**src/assert_macros.svh**
```systemverilog
// Assertion macros used by the top-level RTL file of the UART register block.
`ifndef ASSERT_MACROS_SVH
`define ASSERT_MACROS_SVH

`ifndef ASSERT_OFF

// Checked on every clock edge outside reset.
`define ASSERT_ALWAYS(label, prop, msg) \
  label: assert property (@(posedge clk) disable iff (rst) prop) else $error(msg);

// Checked on every clock edge, reset included.
`define ASSERT_RESET(label, prop, msg) \
  label: assert property (@(posedge clk) prop) else $error(msg);

`else

`define ASSERT_ALWAYS(label, prop, msg)
`define ASSERT_RESET(label, prop, msg)

`endif

`endif

```
**src/urbf_pkg.sv**
```systemverilog
// Types, constants and helper functions of the UART register block with FIFOs.
`default_nettype none

package urbf_pkg;

  localparam int QUEUE_SLOTS = 8;
  localparam int REG_BYTES   = 32;

  localparam int QIDX_W    = (QUEUE_SLOTS > 1) ? $clog2(QUEUE_SLOTS) : 1;
  localparam int FILL_W    = $clog2(QUEUE_SLOTS + 1);
  localparam int REG_IDX_W = $clog2(REG_BYTES);

  typedef logic [FILL_W-1:0]    fill_t;
  typedef logic [REG_IDX_W-1:0] reg_idx_t;

  typedef enum logic [1:0] {
    MODE_READ    = 2'd0,
    MODE_WRITE   = 2'd1,
    MODE_LINE_RX = 2'd2,
    MODE_TX_TAKE = 2'd3
  } mode_t;

  typedef enum logic [0:0] {
    CFG_CLOCK_ENABLE = 1'b0,
    CFG_FIFO_DEPTH   = 1'b1
  } cfg_index_t;

  typedef struct packed {
    mode_t       mode;
    logic [4:0]  offset;
    logic [2:0]  access_size;
    logic [7:0]  write_data;
    logic [7:0]  line_byte;
    logic [7:0]  line_errors;
    logic        shifter_busy;
  } item_t;

  typedef struct packed {
    logic        accepted;
    logic [7:0]  read_data;
    logic        tx_valid;
    logic [7:0]  tx_byte;
  } result_t;

  typedef struct packed {
    logic [7:0] data;
    logic [7:0] flags;
  } entry_t;

  localparam logic [2:0] ACCESS_BYTE     = 3'd1;
  localparam logic [3:0] FIFO_DEPTH_RESET = 4'd8;

  // register byte offsets
  localparam reg_idx_t OFS_S1     = reg_idx_t'(4);
  localparam reg_idx_t OFS_S2     = reg_idx_t'(5);
  localparam reg_idx_t OFS_D      = reg_idx_t'(7);
  localparam reg_idx_t OFS_ED     = reg_idx_t'(12);
  localparam reg_idx_t OFS_PFIFO  = reg_idx_t'(16);
  localparam reg_idx_t OFS_CFIFO  = reg_idx_t'(17);
  localparam reg_idx_t OFS_SFIFO  = reg_idx_t'(18);
  localparam reg_idx_t OFS_TCFIFO = reg_idx_t'(20);
  localparam reg_idx_t OFS_RCFIFO = reg_idx_t'(22);

  // bit masks
  localparam logic [7:0] S1_STICKY     = 8'h1f;
  localparam logic [7:0] S1_RDRF       = 8'h20;
  localparam logic [7:0] S1_TDRE       = 8'h80;
  localparam logic [7:0] S1_TC         = 8'h40;
  localparam logic [7:0] S1_KEEP_ON_D  = 8'hf0;
  localparam logic [7:0] ERR_NIBBLE    = 8'h0f;
  localparam logic [7:0] S2_W1C        = 8'hc0;
  localparam logic [7:0] S2_RW         = 8'h3f;
  localparam logic [7:0] CFIFO_STORED  = 8'h0c;
  localparam logic [7:0] CFIFO_RXFLUSH = 8'h40;
  localparam logic [7:0] CFIFO_TXFLUSH = 8'h80;
  localparam logic [7:0] SFIFO_W1C     = 8'hc3;
  localparam logic [7:0] SFIFO_TXOF    = 8'h02;
  localparam logic [7:0] PFIFO_KEEP    = 8'h77;
  localparam logic [7:0] PFIFO_RW      = 8'h88;
  localparam logic [7:0] PFIFO_RXFE    = 8'h08;
  localparam logic [7:0] PFIFO_TXFE    = 8'h80;

  // Usable entries: one with the FIFO disabled, else the depth, clipped to the storage.
  function automatic fill_t queue_cap(input logic enabled, input logic [3:0] depth);
    fill_t cap;
    if (!enabled) begin
      cap = fill_t'(1);
    end else if (int'(depth) > QUEUE_SLOTS) begin
      cap = fill_t'(QUEUE_SLOTS);
    end else begin
      cap = fill_t'(depth);
    end
    return cap;
  endfunction

  function automatic logic [7:0] refresh_s1(input logic [7:0] s1, input logic rx_any,
                                            input logic [7:0] rx_flags, input logic tx_room,
                                            input logic tx_done);
    logic [7:0] s;
    s = s1 & S1_STICKY;
    if (rx_any) begin
      s = s | S1_RDRF | (rx_flags & ERR_NIBBLE);
    end
    if (tx_room) begin
      s = s | S1_TDRE;
    end
    if (tx_done) begin
      s = s | S1_TC;
    end
    return s;
  endfunction

endpackage

`default_nettype wire

```
**src/urbf_fifo.sv**
```systemverilog
// Shifting FIFO: the head sits in slot 0 and the entry behind it in slot 1.
`default_nettype none

module urbf_fifo (
  input  wire logic            clk,
  input  wire logic            rst,
  input  wire logic            push,
  input  wire logic            pop,
  input  wire logic            flush,
  input  wire urbf_pkg::entry_t push_entry,
  output urbf_pkg::entry_t     head,
  output urbf_pkg::entry_t     second,
  output urbf_pkg::fill_t      fill
);
  import urbf_pkg::*;

  entry_t            slots [QUEUE_SLOTS];
  fill_t             fill_next;
  logic [QIDX_W-1:0] tail_idx;

  assign tail_idx = fill[QIDX_W-1:0];
  assign head     = slots[0];

  // push and pop never come in the same cycle
  always_ff @(posedge clk) begin
    if (pop) begin
      for (int i = 0; i < QUEUE_SLOTS - 1; i++) begin
        slots[i] <= slots[i + 1];
      end
    end else if (push) begin
      slots[tail_idx] <= push_entry;
    end
  end

  if (QUEUE_SLOTS > 1) begin : g_second
    assign second = slots[1];
  end else begin : g_no_second
    assign second = slots[0];
  end

  always_comb begin
    fill_next = fill;
    if (flush) begin
      fill_next = '0;
    end else if (push) begin
      fill_next = fill + fill_t'(1);
    end else if (pop) begin
      fill_next = fill - fill_t'(1);
    end
  end

  always_ff @(posedge clk) begin
    if (rst) begin
      fill <= '0;
    end else begin
      fill <= fill_next;
    end
  end

endmodule

`default_nettype wire

```
**src/uart_register_block_with_fifos.sv**
```systemverilog
// Top level: UART register file with receive and transmit FIFOs.
//
// One item (bus read, bus write, received line byte or transmitter pop) is
// taken on every clock in which start is high; busy never rises. Each item
// passes an input register and then the state update and result register,
// so its result is on result with done high once it has passed both
// registers; one result per item, in order. done lasts one cycle and the
// receiver cannot stall it.
// Configuration writes through cfg_we take effect at once and belong to idle
// periods.
`default_nettype none

`include "assert_macros.svh"

module uart_register_block_with_fifos (
  input  wire logic              clk,
  input  wire logic              rst,
  input  wire logic              start,
  output logic                   busy,
  input  wire urbf_pkg::item_t   item,
  output logic                   done,
  output urbf_pkg::result_t      result,
  input  wire logic              cfg_we,
  input  wire urbf_pkg::cfg_index_t cfg_index,
  input  wire logic [3:0]        cfg_data
);
  import urbf_pkg::*;

  // configuration
  logic       clock_enable;
  logic [3:0] depth_cfg;

  // input register
  logic  valid_q;
  item_t item_q;

  // result register
  logic    done_q;
  result_t result_q;
  result_t result_next;

  // register file and status latch
  logic [7:0] regs      [REG_BYTES];
  logic [7:0] regs_next [REG_BYTES];
  logic       s1_was_read;
  logic       s1_was_read_next;

  // FIFOs
  logic   rx_push, rx_pop, rx_flush;
  logic   tx_push, tx_pop, tx_flush;
  entry_t rx_head, rx_second, tx_head, tx_second, tx_entry, rx_entry;
  fill_t  rx_fill, tx_fill;
  fill_t  rx_cap, tx_cap, tx_cap_w;
  fill_t  rx_fill_d, rx_fill_w, tx_fill_w;

  logic       bus_ok;
  logic       bus_refused;
  logic       bus_write;
  logic       tx_idle;
  reg_idx_t   ofs_idx;
  logic [7:0] s1_pre, s1_mid;
  logic [7:0] wv;

  assign busy = 1'b0;
  assign done = done_q;
  assign result = result_q;

  always_ff @(posedge clk) begin
    if (rst) begin
      clock_enable <= 1'b0;
      depth_cfg    <= FIFO_DEPTH_RESET;
    end else if (cfg_we) begin
      case (cfg_index)
        CFG_CLOCK_ENABLE: clock_enable <= cfg_data[0];
        CFG_FIFO_DEPTH:   depth_cfg    <= cfg_data;
        default: ;
      endcase
    end
  end

  always_ff @(posedge clk) begin
    if (rst) begin
      valid_q <= 1'b0;
    end else begin
      valid_q <= start && !busy;
    end
  end

  always_ff @(posedge clk) begin
    if (start && !busy) begin
      item_q <= item;
    end
  end

  assign ofs_idx  = reg_idx_t'(item_q.offset);
  assign wv       = item_q.write_data;
  assign bus_ok   = clock_enable && item_q.access_size == ACCESS_BYTE &&
                    int'(item_q.offset) < REG_BYTES;
  assign bus_refused = valid_q && !bus_ok &&
                       (item_q.mode == MODE_READ || item_q.mode == MODE_WRITE);
  assign bus_write   = valid_q && bus_ok && item_q.mode == MODE_WRITE;
  assign tx_idle  = tx_fill == '0 && !item_q.shifter_busy;
  assign rx_cap   = queue_cap((regs[OFS_PFIFO] & PFIFO_RXFE) != '0, depth_cfg);
  assign tx_cap   = queue_cap((regs[OFS_PFIFO] & PFIFO_TXFE) != '0, depth_cfg);
  assign s1_pre   = refresh_s1(regs[OFS_S1], rx_fill != '0, rx_head.flags,
                               tx_fill < tx_cap, tx_idle);
  assign rx_entry = '{data: item_q.line_byte, flags: item_q.line_errors};
  assign tx_entry = '{data: wv, flags: '0};

  always_comb begin
    regs_next        = regs;
    s1_was_read_next = s1_was_read;
    result_next      = '0;
    rx_push  = 1'b0;
    rx_pop   = 1'b0;
    rx_flush = 1'b0;
    tx_push  = 1'b0;
    tx_pop   = 1'b0;
    tx_flush = 1'b0;
    s1_mid    = s1_pre;
    rx_fill_d = rx_fill;
    rx_fill_w = rx_fill;
    tx_fill_w = tx_fill;
    tx_cap_w  = tx_cap;
    if (valid_q) begin
      case (item_q.mode)
        MODE_LINE_RX: begin
          if (rx_fill < rx_cap) begin
            rx_push              = 1'b1;
            result_next.accepted = 1'b1;
          end
        end
        MODE_TX_TAKE: begin
          if (tx_fill != '0) begin
            tx_pop               = 1'b1;
            result_next.accepted = 1'b1;
            result_next.tx_valid = 1'b1;
            result_next.tx_byte  = tx_head.data;
          end
        end
        MODE_READ: begin
          if (bus_ok) begin
            result_next.accepted = 1'b1;
            regs_next[OFS_S1]     = s1_pre;
            regs_next[OFS_RCFIFO] = 8'(rx_fill);
            regs_next[OFS_TCFIFO] = 8'(tx_fill);
            if (ofs_idx == OFS_S1) begin
              s1_was_read_next = 1'b1;
            end
            if (ofs_idx == OFS_D) begin
              if (rx_fill != '0) begin
                result_next.read_data = rx_head.data;
                regs_next[OFS_ED]     = rx_head.flags;
                rx_pop                = 1'b1;
                rx_fill_d             = rx_fill - fill_t'(1);
              end else begin
                result_next.read_data = regs[OFS_D];
              end
              // an S1 read followed by a D read clears the error flags
              if (s1_was_read) begin
                s1_mid = s1_pre & S1_KEEP_ON_D;
              end
              s1_was_read_next = 1'b0;
              regs_next[OFS_S1] = refresh_s1(s1_mid, rx_fill_d != '0,
                                             rx_pop ? rx_second.flags : rx_head.flags,
                                             tx_fill < tx_cap, tx_idle);
              regs_next[OFS_RCFIFO] = 8'(rx_fill_d);
            end else if (ofs_idx == OFS_S1) begin
              result_next.read_data = s1_pre;
            end else if (ofs_idx == OFS_RCFIFO) begin
              result_next.read_data = 8'(rx_fill);
            end else if (ofs_idx == OFS_TCFIFO) begin
              result_next.read_data = 8'(tx_fill);
            end else begin
              result_next.read_data = regs[ofs_idx];
            end
          end
        end
        MODE_WRITE: begin
          if (bus_ok) begin
            result_next.accepted = 1'b1;
            case (ofs_idx)
              OFS_S1: regs_next[OFS_S1] = regs[OFS_S1] & ~(wv & S1_STICKY);
              OFS_S2: regs_next[OFS_S2] = (regs[OFS_S2] & ~(wv & S2_W1C) & S2_W1C) |
                                          (wv & S2_RW);
              OFS_D: begin
                if (tx_fill < tx_cap) begin
                  tx_push = 1'b1;
                end else begin
                  regs_next[OFS_SFIFO] = regs[OFS_SFIFO] | SFIFO_TXOF;
                end
              end
              OFS_CFIFO: begin
                rx_flush = (wv & CFIFO_RXFLUSH) != '0;
                tx_flush = (wv & CFIFO_TXFLUSH) != '0;
                regs_next[OFS_CFIFO] = wv & CFIFO_STORED;
              end
              OFS_SFIFO: regs_next[OFS_SFIFO] = regs[OFS_SFIFO] & ~(wv & SFIFO_W1C);
              OFS_PFIFO: regs_next[OFS_PFIFO] = (regs[OFS_PFIFO] & PFIFO_KEEP) |
                                                (wv & PFIFO_RW);
              OFS_ED, OFS_TCFIFO, OFS_RCFIFO: ;
              default: regs_next[ofs_idx] = wv;
            endcase
            rx_fill_w = rx_flush ? '0 : rx_fill;
            tx_fill_w = tx_flush ? '0 : tx_fill + fill_t'(tx_push);
            tx_cap_w  = queue_cap((regs_next[OFS_PFIFO] & PFIFO_TXFE) != '0, depth_cfg);
            regs_next[OFS_S1] = refresh_s1(regs_next[OFS_S1], rx_fill_w != '0,
                                           rx_head.flags, tx_fill_w < tx_cap_w,
                                           tx_fill_w == '0 && !item_q.shifter_busy);
            regs_next[OFS_RCFIFO] = 8'(rx_fill_w);
            regs_next[OFS_TCFIFO] = 8'(tx_fill_w);
          end
        end
        default: ;
      endcase
    end
  end

  always_ff @(posedge clk) begin
    if (rst) begin
      for (int i = 0; i < REG_BYTES; i++) begin
        regs[i] <= '0;
      end
      s1_was_read <= 1'b0;
      done_q      <= 1'b0;
    end else begin
      regs        <= regs_next;
      s1_was_read <= s1_was_read_next;
      done_q      <= valid_q;
    end
  end

  always_ff @(posedge clk) begin
    if (valid_q) begin
      result_q <= result_next;
    end
  end

  urbf_fifo u_rx_fifo (
    .clk        (clk),
    .rst        (rst),
    .push       (rx_push),
    .pop        (rx_pop),
    .flush      (rx_flush),
    .push_entry (rx_entry),
    .head       (rx_head),
    .second     (rx_second),
    .fill       (rx_fill)
  );

  urbf_fifo u_tx_fifo (
    .clk        (clk),
    .rst        (rst),
    .push       (tx_push),
    .pop        (tx_pop),
    .flush      (tx_flush),
    .push_entry (tx_entry),
    .head       (tx_head),
    .second     (tx_second),
    .fill       (tx_fill)
  );

  `ASSERT_RESET(a_no_done_after_reset, rst |=> !done, "done raised after reset")
  `ASSERT_ALWAYS(a_tx_acc, done && result.tx_valid |-> result.accepted, "lone tx_valid")
  `ASSERT_ALWAYS(a_refused, bus_refused |=> $stable({rx_fill, tx_fill}), "FIFO moved")
  `ASSERT_ALWAYS(a_tdre, bus_write |=> regs[OFS_S1][7] == (tx_fill < tx_cap), "TDRE out of step")
  `ASSERT_ALWAYS(a_rx_push, rx_push |=> rx_fill == $past(rx_fill) + 1'b1, "rx push lost")
  `ASSERT_ALWAYS(a_tx_pop, tx_pop && tx_fill > 4'd1 |=> tx_head == $past(tx_second), "tx shift")

endmodule

`default_nettype wire
```
**config.mk**
```make
export PLATFORM = sky130hd
export DESIGN_NAME = uart_register_block_with_fifos
export DESIGN_NICKNAME = d
export VERILOG_FILES = /design/src/urbf_pkg.sv /design/src/urbf_fifo.sv /design/src/uart_register_block_with_fifos.sv
export VERILOG_INCLUDE_DIRS = /design/src /design/src/src
export SDC_FILE = /design/constraint.sdc
export NUM_CORES = 1
export LEC_CHECK = 0
export BUFFER_PORTS_ARGS = -buffer_cell sky130_fd_sc_hd__buf_4
export CAP_MARGIN = 25
export CORE_MARGIN = 2
export CORE_UTILIZATION = 45
export CTS_CLUSTER_DIAMETER = 40
export CTS_CLUSTER_SIZE = 10
export DETAILED_ROUTE_END_ITERATION = 8
export PLACE_DENSITY_LB_ADDON = 0.3
export SKIP_LAST_GASP = 1
export SLEW_MARGIN = 20
export SYNTH_ARGS = -nofsm -noshare
export SYNTH_HDL_FRONTEND = slang
export SYNTH_HIERARCHICAL = 1
export SYNTH_SLANG_ARGS = --single-unit
```
**constraint.sdc**
```tcl
create_clock -name clk -period 4.1 [get_ports clk]
set_input_delay 0.82 -clock clk [delete_from_list [all_inputs] [get_ports clk]]
set_output_delay 0.82 -clock clk [all_outputs]
set_load 0.005 [all_outputs]
```
Word level (Yosys, flattened, before mapping)

Memories as Yosys holds them, arrays and structs flattened.
Index checks and enable logic that the tools add are counted.

Memories: 2
Memory bits (writable): 256
Input bits: 44
Register bits after elaboration: 325

Bitwise operators: 18
Magnitude comparators: 6
Eq/ne operators: 20
Muxes and demuxes: 130
Reductions and logical operators: 40
$add $sub $neg: 5

Memory list:

| memory          | words | width | rd ports | clocked after memory_dff | wr ports | RTL line        | RTL |
|---|---|---|---|---|---|---|---|
| u_rx_fifo.slots | 8     | 16    | 8        | 0                        | 7        | urbf_fifo.sv:17 | `entry_t slots [QUEUE_SLOTS];` |
| u_tx_fifo.slots | 8     | 16    | 8        | 0                        | 7        | urbf_fifo.sv:17 |  |

Operator list:

| cell                                      | count |
|---|---|
| 256-bit bitwise mux                       | 1 |
| 224-bit two-way mux                       | 1 |
| 8-bit two-way mux                         | 21 |
| 8-bit one-hot mux with 2 select lines     | 7 |
| 104-bit two-way mux                       | 1 |
| 4-bit two-way mux                         | 21 |
| 80-bit two-way mux                        | 1 |
| 1-bit two-way mux                         | 52 |
| 8-bit binary-select mux with 5-bit select | 1 |
| 8-bit demux with 5-bit select             | 1 |
| 5-bit two-way mux                         | 7 |
| 16-bit two-way mux                        | 2 |
| 16-bit OR reduction                       | 2 |
| 8-bit OR reduction                        | 4 |
| 5-bit == test (second input constant)     | 5 |
| 8-bit one-hot mux with 3 select lines     | 1 |
| 4-bit AND reduction                       | 6 |
| 7-bit two-way mux                         | 3 |
| 6-bit two-way mux                         | 3 |
| 9-bit two-way mux                         | 2 |
| 6-bit by 4-bit OR with 6-bit output       | 3 |
| 8-bit AND                                 | 2 |
| 8-bit NOT                                 | 2 |
| 4-bit nonzero test                        | 4 |
| 37 further kinds                          | 66 |

Depth between registers and ports, before layout

Depth in word-level cells: 19
Depth in mapped cells: 16
Depth with buffers taken out: 15

By module

The synthesis kept the hierarchy.

By module, submodules not included:

| module                         | seq. area each (µm²) | cells each | instances | area each (µm²) |
|---|---|---|---|---|
| uart_register_block_with_fifos | 6636.4               | 1529       | 1         | 13792.0 |
| urbf_fifo                      | 3923.8               | 302        | 2         | 5652.9 |

Worst setup path after synthesis

OpenSTA, ideal clock, no wires.

Path type: register to register
From: register u_rx_fifo.fill[0]
To: memory u_rx_fifo/slots[4][0] in the netlist's numbering, enable pin
Arrival: 3.256 ns
Setup slack: 0.469 ns
Stages on the path, launching flop included: 15
Path buffers: 6
Period minus slack after synthesis: 3.631 ns
Cell sequence: dfxtp_1 clkbuf_1 inv_1 ha_1 nand2_1 clkbuf_1 nand3_1 clkinv_1 buf_6 nand2b_4 buf_6 or4b_4 buf_6 buf_8 nand2b_1

RTL lines:

| item                   | RTL line        | RTL |
|---|---|---|
| start, declared        | urbf_fifo.sv:13 | `output urbf_pkg::fill_t fill` |
| start signal, assigned | urbf_fifo.sv:56 | `fill <= fill_next;` |
| end, declared          | urbf_fifo.sv:17 |  |

==> flow_summary.yaml <==
logic_synthesis:
  syn_nets: 2073
  avgSynthCellArea_sq_um: 11.2
  ys.warnings.count: 6
  syn_area_sq_mm: 0.0225
  syn_inst: 2013
sta:
  setup_viol: 0
  rsz0062_at_grt: "false"
  min_period_ns: 3.56
  finalHoldViolCount: 0
  slew_viol_final: 0
  slew_headroom_pct: 27.7
  skew_ns: 0.0235
  worstMarginPinSlew_ns: 1.08
  fin_crit_sh_pct: 86.8
  fin_setup_tns_ns: 0
  fmax_mhz: 281
layout:
  final_cells: 2793
  diodes: 0
  final_area_sq_mm: 0.0263
  drive_gt1_share_pct: 23.8
  fin_nets: 2125
  area_growth_syn_to_layout_pct: 16.5
  final_util_pct: 52.8
drt:
  firstDrtPassIters: 5
  drcViolationCount: 0
  drt-wirelength-per-cell_um: 21.2
  avgViaCountPerCell: 5.79
  wl_um: 59200
  vias: 16200
  ant_nets: 0
  drt-initial-drc-count: 1604
pwr:
  ir_drop_v: 0.000340
  p_total_uw: 12500
  power.density_mw_per_mm2: 475
  power.leakage_uw: 0.00902
setup_path:
  max_stage_delay_ns: 0.65
  cp_cell_sequence: "nor2b_1 -> nand2_1 -> ha_1 -> a21o_1 -> a21oi_1 -> o211ai_1 -> nor2_1 -> nand2b_4 -> or4b_4 -> nand2b_1"
  cp_slowest_cell: "or4b_4"
  worstSetupStartpoint: "depth_cfg[3]"
  cpLargestDelayFamily: "simple AND/OR/NAND/NOR gates"
  start_kind: "flip-flop"
  crit_required_ns: 4.33
  path_buf_inv: 0
  crit_arrival_ns: 3.78
  crit_path_max_fanout: 19
  r2r_start: "depth_cfg[3]"
  cp-end-kind: "flip-flop"
  crit_type: "flip-flop to flip-flop"
clock_tree:
  numCtsBuffers: 77
  cts_root_buf: "clkbuf_16"
  post-cts-setup-buffers: 0
  path_clk_slew_ns: 0.05
  cts_sinks: 505
  cts_tree: "done"
  clock_latency_ns: 0.61
  htree_levels: 3
  cts.path.max_buffers: 3
  cts_hold_buf: 0
  cts_resized: 0
global_route:
  grt_max_degree: 103
  grt_pass1_wl_um: 93000
  grt_overflow_total: 0
  grt_use_met1_pct: 29.9
  gr-max-usage-layer: "met2"
  met2_usage_pct: 36.6
  antenna_found_initial: 0
  met3_usage_pct: 4.03
  grt_usage_pct: 22.7
  first_global_vias: 16200
place:
  gp_congestion: 0.873
  placed_cells: 2658
  detailed_place.area_sq_mm: 0.0236
  portBuffers: 62
  hpwl_um: 38000
floorplanning:
  fp.dieH_um: 228
  core_area_sq_mm: 0.0498
  fp-row-count: 82
  initial_utilization_pct: 45.3
  dieArea_sq_mm: 0.0519
  die_w_um: 228
  io_pins: 64
run:
  maxCapViolCount: 0
min_path:
  hp-class: "primary input to flip-flop"
  hold_path_startpoint: "item[18]"
outcome:
  status: "complete, no violations"
power breakdown:
part	switching, uW	total (uW)	internal, uW	leakage, uW
Clock	2410	6570	4160	0.00126
Combinational	378	557	180	0.00342
Sequential	36.1	5350	5310	0.00434
registers in the layout (all words and copies together), names as in the netlist, 5 cells and up:
register,cells
result,18
regs,244
u_tx_fifo/slots,64
ofs_idx,5
u_rx_fifo/slots,128
wv,8
item_q,22
routing by layer:
| metal | vias to the layer above | wire [um] |
|---|---|---|
| met5 | - | 0 |
| li1 | 7444 | - |
| met3 | 159 | 3530 |
| met1 | 7943 | 25100 |
| met2 | 639 | 28100 |
| met4 | 0 | 2470 |
stage by stage:
step / hold slack (ns) / setup slack, ns
after CTS: 0.355 / 0.529
after global placement: 0.417 / 0.641
after detailed placement: 0.423 / 0.539
after global routing: 0.360 / 0.289
after floorplan: 0.409 / 0.469
final: 0.387 / 0.541
layout by cell type (no fill, tap or decap), types with 9 or more instances in the layout:
cell	count
nand2_1	322
dfxtp_1	260
edfxtp_1	245
a21oi_1	237
o21ai_0	168
mux2_2	159
buf_4	131
clkbuf_16	83
nor2_1	63
mux4_2	56
nor2b_1	32
nand3_1	31
and2_1	21
nand2b_1	19
mux2i_1	19
mux2_4	16
nor3_1	14
ha_1	14
a31oi_1	13
inv_1	13
clkbuf_1	13
a21o_1	12
o211ai_1	10
o22ai_1	9
worst reg2reg max path, stage by stage (launching register included):
cell	delay, ns
dfxtp_1	0.38
nor2b_1	0.25
nand2_1	0.10
ha_1	0.28
a21o_1	0.16
a21oi_1	0.14
o211ai_1	0.13
nor2_1	0.28
nand2b_4	0.24
or4b_4	0.66
nand2b_1	0.57
layout make-up:
cell class,count,area [sq um]
clock buffers,100,2180
multi-input cells,1331,9130
repair buffers,135,1050
inverters,15,56.3
fillers,4257,23500
well taps,672,841
clock inverters,35,442
flip-flops and latches,505,12600
path summary, 6_finish.rpt:
path / slack (ns) / depth (start not counted) / to
worst max register to register: 0.54 / 10 / u_rx_fifo/slots[4][7]
worst max-delay path: 0.54 / 10 / u_rx_fifo/slots[4][7]
worst min register to register: 0.43 / 2 / regs[215]
worst min-delay path: 0.39 / 1 / wv[1]
No activity file was read; power rests on OpenSTA's default activity.
